[src/hdl/spw_pkg.sv]
// swirl point warp: shared payload types, widths, register indexes and the arctangent table
// used by the top level and by the square root, divider and rotation pipelines
// depends on nothing
package spw_pkg;

  // field and datapath widths
  localparam int unsigned COORD_W  = 32;
  localparam int unsigned DIFF_W   = 33;  // point minus center
  localparam int unsigned SUM_W    = 66;  // dx*dx + dy*dy
  localparam int unsigned ROOT_W   = 33;  // integer square root of the sum
  localparam int unsigned REM_W    = 35;  // square root partial remainder
  localparam int unsigned PROD_W   = 61;  // |speed| * turn constant, plus rounding
  localparam int unsigned QUOT_W   = 32;  // turn, modulo a full turn
  localparam int unsigned CORD_W   = 52;  // rotation x and y with guard bits
  localparam int unsigned ANG_W    = 34;  // rotation residual angle
  localparam int unsigned CORDIC_N = 32;  // rotation steps
  localparam int unsigned ATAN_W   = 30;

  // 2^32 / (2*pi), rounded
  localparam logic [29:0] TURN_K    = 30'd683565276;
  // 0.999 over the rotation gain, Q0.32
  localparam logic [31:0] SCALE_Q32 = 32'd2605523365;

  // configuration register indexes
  localparam logic [1:0] CFG_CENTER_X = 2'd0;
  localparam logic [1:0] CFG_CENTER_Y = 2'd1;
  localparam logic [1:0] CFG_SPEED    = 2'd2;

  typedef struct packed {
    logic signed [COORD_W-1:0] point_x;
    logic signed [COORD_W-1:0] point_y;
    logic [COORD_W-1:0]        handle_angle;
    logic                      last_node;
  } in_item_t;

  typedef struct packed {
    logic signed [COORD_W-1:0] new_x;
    logic signed [COORD_W-1:0] new_y;
    logic [COORD_W-1:0]        new_handle_angle;
    logic                      last_node_out;
  } out_item_t;

  // arctangent of 2^-idx in binary angle units
  function automatic logic [ATAN_W-1:0] atan_step(input logic [4:0] idx);
    logic [ATAN_W-1:0] v;
    case (idx)
      5'd0:  v = 30'd536870912;
      5'd1:  v = 30'd316933406;
      5'd2:  v = 30'd167458907;
      5'd3:  v = 30'd85004756;
      5'd4:  v = 30'd42667331;
      5'd5:  v = 30'd21354465;
      5'd6:  v = 30'd10679838;
      5'd7:  v = 30'd5340245;
      5'd8:  v = 30'd2670163;
      5'd9:  v = 30'd1335087;
      5'd10: v = 30'd667544;
      5'd11: v = 30'd333772;
      5'd12: v = 30'd166886;
      5'd13: v = 30'd83443;
      5'd14: v = 30'd41722;
      5'd15: v = 30'd20861;
      5'd16: v = 30'd10430;
      5'd17: v = 30'd5215;
      5'd18: v = 30'd2608;
      5'd19: v = 30'd1304;
      5'd20: v = 30'd652;
      5'd21: v = 30'd326;
      5'd22: v = 30'd163;
      5'd23: v = 30'd81;
      5'd24: v = 30'd41;
      5'd25: v = 30'd20;
      5'd26: v = 30'd10;
      5'd27: v = 30'd5;
      5'd28: v = 30'd3;
      5'd29: v = 30'd1;
      5'd30: v = 30'd1;
      default: v = '0;
    endcase
    return v;
  endfunction

endpackage

[src/hdl/spw_isqrt.sv]
// swirl point warp: pipelined integer square root, one root bit per stage
// depends on spw_pkg
module spw_isqrt import spw_pkg::*; #(
  parameter int unsigned SIDE_W = 1
) (
  input  logic              clk_i,
  input  logic              rst_ni,
  input  logic              en_i,
  input  logic              valid_i,
  input  logic [SUM_W-1:0]  op_i,
  input  logic [SIDE_W-1:0] side_i,
  output logic              valid_o,
  output logic [ROOT_W-1:0] root_o,
  output logic [SIDE_W-1:0] side_o
);

  localparam int unsigned STEPS = ROOT_W;

  logic              vld_q  [STEPS];
  logic [SUM_W-1:0]  op_q   [STEPS];
  logic [SUM_W-1:0]  op_d   [STEPS];
  logic [REM_W-1:0]  rem_q  [STEPS];
  logic [REM_W-1:0]  rem_d  [STEPS];
  logic [ROOT_W-1:0] root_q [STEPS];
  logic [ROOT_W-1:0] root_d [STEPS];
  logic [SIDE_W-1:0] side_q [STEPS];
  logic [SIDE_W-1:0] side_d [STEPS];
  logic              vld_d  [STEPS];

  // one restoring step per stage, two operand bits from the top
  always_comb begin
    logic [REM_W-1:0]  rem_p;
    logic [ROOT_W-1:0] root_p;
    logic [SUM_W-1:0]  op_p;
    logic [REM_W+1:0]  cur;
    logic [REM_W+1:0]  trial;
    for (int k = 0; k < STEPS; k++) begin
      if (k == 0) begin
        rem_p     = '0;
        root_p    = '0;
        op_p      = op_i;
        side_d[k] = side_i;
        vld_d[k]  = valid_i;
      end else begin
        rem_p     = rem_q[k-1];
        root_p    = root_q[k-1];
        op_p      = op_q[k-1];
        side_d[k] = side_q[k-1];
        vld_d[k]  = vld_q[k-1];
      end
      cur   = {rem_p, op_p[SUM_W-1 -: 2]};
      trial = (REM_W+2)'({root_p, 2'b01});
      if (cur >= trial) begin
        rem_d[k]  = REM_W'(cur - trial);
        root_d[k] = {root_p[ROOT_W-2:0], 1'b1};
      end else begin
        rem_d[k]  = cur[REM_W-1:0];
        root_d[k] = {root_p[ROOT_W-2:0], 1'b0};
      end
      op_d[k] = {op_p[SUM_W-3:0], 2'b00};
    end
  end

  // stage valid bits
  always_ff @(posedge clk_i or negedge rst_ni) begin
    if (!rst_ni) begin
      for (int k = 0; k < STEPS; k++) vld_q[k] <= 1'b0;
    end else if (en_i) begin
      for (int k = 0; k < STEPS; k++) vld_q[k] <= vld_d[k];
    end
  end

  // stage payload
  always_ff @(posedge clk_i) begin
    if (en_i) begin
      for (int k = 0; k < STEPS; k++) begin
        op_q[k]   <= op_d[k];
        rem_q[k]  <= rem_d[k];
        root_q[k] <= root_d[k];
        side_q[k] <= side_d[k];
      end
    end
  end

  assign valid_o = vld_q[STEPS-1];
  assign root_o  = root_q[STEPS-1];
  assign side_o  = side_q[STEPS-1];

endmodule

[config.mk]
export PLATFORM = sky130hd
export DESIGN_NAME = spw_isqrt
export DESIGN_NICKNAME = d
export VERILOG_FILES = /design/src/hdl/spw_pkg.sv /design/src/hdl/spw_isqrt.sv
export SDC_FILE = /design/constraint.sdc
export NUM_CORES = 2
export LEC_CHECK = 0
export BUFFER_PORTS_ARGS = -buffer_cell sky130_fd_sc_hd__buf_2
export CAP_MARGIN = 20
export CORE_ASPECT_RATIO = 1.2
export CORE_MARGIN = 2
export CORE_UTILIZATION = 55
export DETAILED_ROUTE_END_ITERATION = 12
export MAX_ROUTING_LAYER = met4
export PLACE_DENSITY_LB_ADDON = 0.15
export SYNTH_ARGS = -nofsm -noshare
export SYNTH_HDL_FRONTEND = slang
export SYNTH_MEMORY_MAX_BITS = 65536
export SYNTH_SLANG_ARGS = --single-unit
[constraint.sdc]
create_clock -name clk_i -period 3.39 [get_ports clk_i]
set_input_delay 0.5085 -clock clk_i [delete_from_list [all_inputs] [get_ports clk_i]]
set_output_delay 0.5085 -clock clk_i [all_outputs]
set_load 0.02 [all_outputs]
==> out/summary.txt <==
cell area after synthesis: 127000 um^2
number of DRC markers in iteration 0: 4672
Post-synth EDFFs: 2717
setup ws final: -0.144 ns
vias in the first global route: 79094
origin of the critical flop-to-flop path: rem_q[0][369]
initial cell density of the core: 55.2%
startpoint types: flop
Distinct cells, synth: 87
cell count after synthesis: 9744
critical path class: flop to flop
Ports: 106
Critical R2R Capture: rem_q[0][400]
critical path depth in cells: 10
GR Util met2: 44.4%
Post-synth ARST share: 1.20%
ANT nets after route: 0
maximum VDD drop: 0.000567 V
sequential standard cell area: 82400 um^2
Post-Route WL: 290000 um
Clock Root Buffer: clkbuf_16
Core Area: 230000 um^2
failing checks: setup timing
Required @ worst endpoint: 3.98 ns
worst-skew pair later-pin latency: 0.87 ns
LEAKAGE: 58.9 nW
syn nets: 10411
Critical Path End: rem_q[0][400]
Relative slew margins: 47.9%
Crit path largest cell delay: 0.43 ns
Clock Skew: 0.0602 ns
worst r2r path cells: 10
area of the multi-input gates: 42900 um^2
worst hold path class: primary input to flop
crit-path max FO: 3
RSZ-0062 raised after global routing: true
Synth Flop Type: edfxtp_1
Max Cap Viol: 0
Arr. time, crit path: 4.12 ns
clk slew on worst S/H paths: 0.07 ns
CP bufs+invs: 0
CTS Buffer Depth: 4
global-route wire length before repair: 441000 um
Area Growth Syn to Fin: 18.6%
Setup Viol. Count Final: 39
dpl cells: 13557
drt wl/cell: 20.4 um
total grt overflow: 0
most frequent cells in the layout: edfxtp_1 (2717), buf_4 (879), inv_1 (728), nand2_1 (679), a21oi_1 (577)
max-slew violations: 0
CP max stage cell: or4_4
M3 GR Usage: 2.84%
die width: 442 um
CTS tree: built
register bit total from synthesis: 2750
power per cell area: 661 nW/um^2
Pre-antenna DRT Iters: 7
GRT Total Usage: 24.8%
busiest grt layer: met2
Top delay family on crit path: simple AND/OR/NAND/NOR gates
GR Util met1: 28.8%
DRC: 0
routed vias/inst: 5.54
R2R Setup Slk: -0.14 ns
CTS Sinks: 2750
Critical Path Most Common Cell: or3_4
fin crit period: 3.53 ns
fin nets: 11648
# fillers: 16832
full die area: 235000 um^2
crit path from: rem_q[0][369]
I/O Buffers: 105
commonest non-fill, non-tap cell in the layout: edfxtp_1
initial antenna violation count: 3
gpl congestion: 0.970
period utilization: 104%
Finished Layout Cells: 14224
Yosys warnings: 0
H-tree Lvls: 5
Post-DP HPWL: 211000 um
pre-CTS setup slack: -0.277 ns
die height: 530 um
site row count: 193
CP endpoint kind: flop
crit-path cells: or3_4 -> or4_4 -> or4_4 -> or3_4 -> or3_4 -> a311oi_4 -> and3_4 -> nor3_2 -> nor3b_1 -> xor2_1
routed vias: 78741
Avg Inst Size Synth: 13.0 um^2
Worst Tran Pin Value: 0.781 ns
CTS buffer count: 285
Fmax: 283 MHz
share of cells above drive strength 1: 17.6%
part of the Yosys area used for sequential elements: 65.0%
largest net degree at the start of global routing: 95
outcome: finished with violations
Fin. Hold Viols: 0
Final Util: 65.4%
final cells by class:
cell class | count | area share, %
Antenna cell | 8 | 0.0133
Sequential cell | 2750 | 54.8
Tap cell | 3022 | 2.51
Clock inverter | 161 | 1.03
Clock buffer | 339 | 4.98
Multi-Input combinational cell | 6062 | 28.5
Timing Repair Buffer | 1142 | 6.33
Inverter | 740 | 1.85
worst min-delay path by stage:
stage,start,end,slack [ns],depth (start not counted)
global placement,op_q[0][125],op_q[0][191],0.40,0
detailed placement,op_q[0][952],op_q[0][1018],0.40,0
CTS,en_i,op_q[0][13],0.06,1
finish,en_i,op_q[0][13],0.07,1
floorplan,rst_ni,valid_o,0.21,0
global route,en_i,op_q[0][18],0.06,1
registers in the layout, summed over array words and instances (netlist names):
signal,cells
rem_q,1067
op_q,1056
root_q,561
side_q,33
vld_d,32
valid_o,1
power breakdown:
group / leakage, nW / switching [mW] / total, mW / internal (mW)
Clock: 4.37 / 12.8 / 30.4 / 17.6
Sequential: 26.6 / 3.03 / 46.1 / 43.0
Combinational: 27.9 / 12.4 / 22.9 / 10.5
Yosys cell counts (all sizes together), types with 33 or more instances:
master / instances / area, um^2
nor3: 247 / 1240
nand2b: 128 / 801
nand2: 685 / 2570
nand4: 90 / 563
a211oi: 41 / 308
xor2: 462 / 4050
nor2: 571 / 2140
or2: 52 / 325
a31oi: 43 / 269
inv: 740 / 2780
or4: 67 / 510
nand3b: 37 / 278
nor2b: 78 / 488
dfrtp: 33 / 826
o21bai: 53 / 398
a21oi: 611 / 3060
edfxtp: 2717 / 81600
a21o: 268 / 2010
o31ai: 46 / 345
nand3: 179 / 896
xnor2: 443 / 3880
o21ai: 534 / 2670
o21a: 91 / 683
or3: 109 / 687
clkbuf: 170 / 638
ha: 596 / 7460
and3: 49 / 307
nor4: 119 / 774
and2: 33 / 206
mux2: 113 / 1270
cell families (layout without fill, tap and decap cells):
group	after synthesis	count (layout)	share of synthesized area, %
multiplexers	125	125	1.10
XOR/XNOR	905	905	6.25
AO/OA/AOI/OAI	1911	1911	9.20
adder cells (fa/ha/maj)	596	596	5.88
other	1	9	0.00296
AND/OR/NAND/NOR	2524	2524	9.83
flip-flops	2750	2750	65.0
buffers and inverters	932	2382	2.77
per-stage QoR:
stage               power (mW)  TNS, ns  instance area (um^2)  hold WS [ns]
floorplan                 59.7   -0.177                127000         0.213
global placement          68.1   -13.68                138000         0.400
detailed placement        68.4   -20.69                138000         0.405
CTS                       99.4    -2.55                148000        0.0560
global route               104    -8.84                150000        0.0623
finish                    99.4    -3.32                150000        0.0663
layer usage:
layer  vias up  wire, um  share of wire [%]
met5         -         0                  0
met4         0     11300                3.9
met3       531      9560                3.3
met2      1506    152000                 53
met1     38244    116000                 40
li1      38460         -                  -
timing repair:
item                       CTS  global route
hold endpoints to repair   102             0
cloned                       3             8
resized for setup          105           325
hold buffers                70             0
buffers inserted            21            61
pin swaps                   28           103
setup endpoints to repair  333           505
Power figures use the tool's default switching activity.
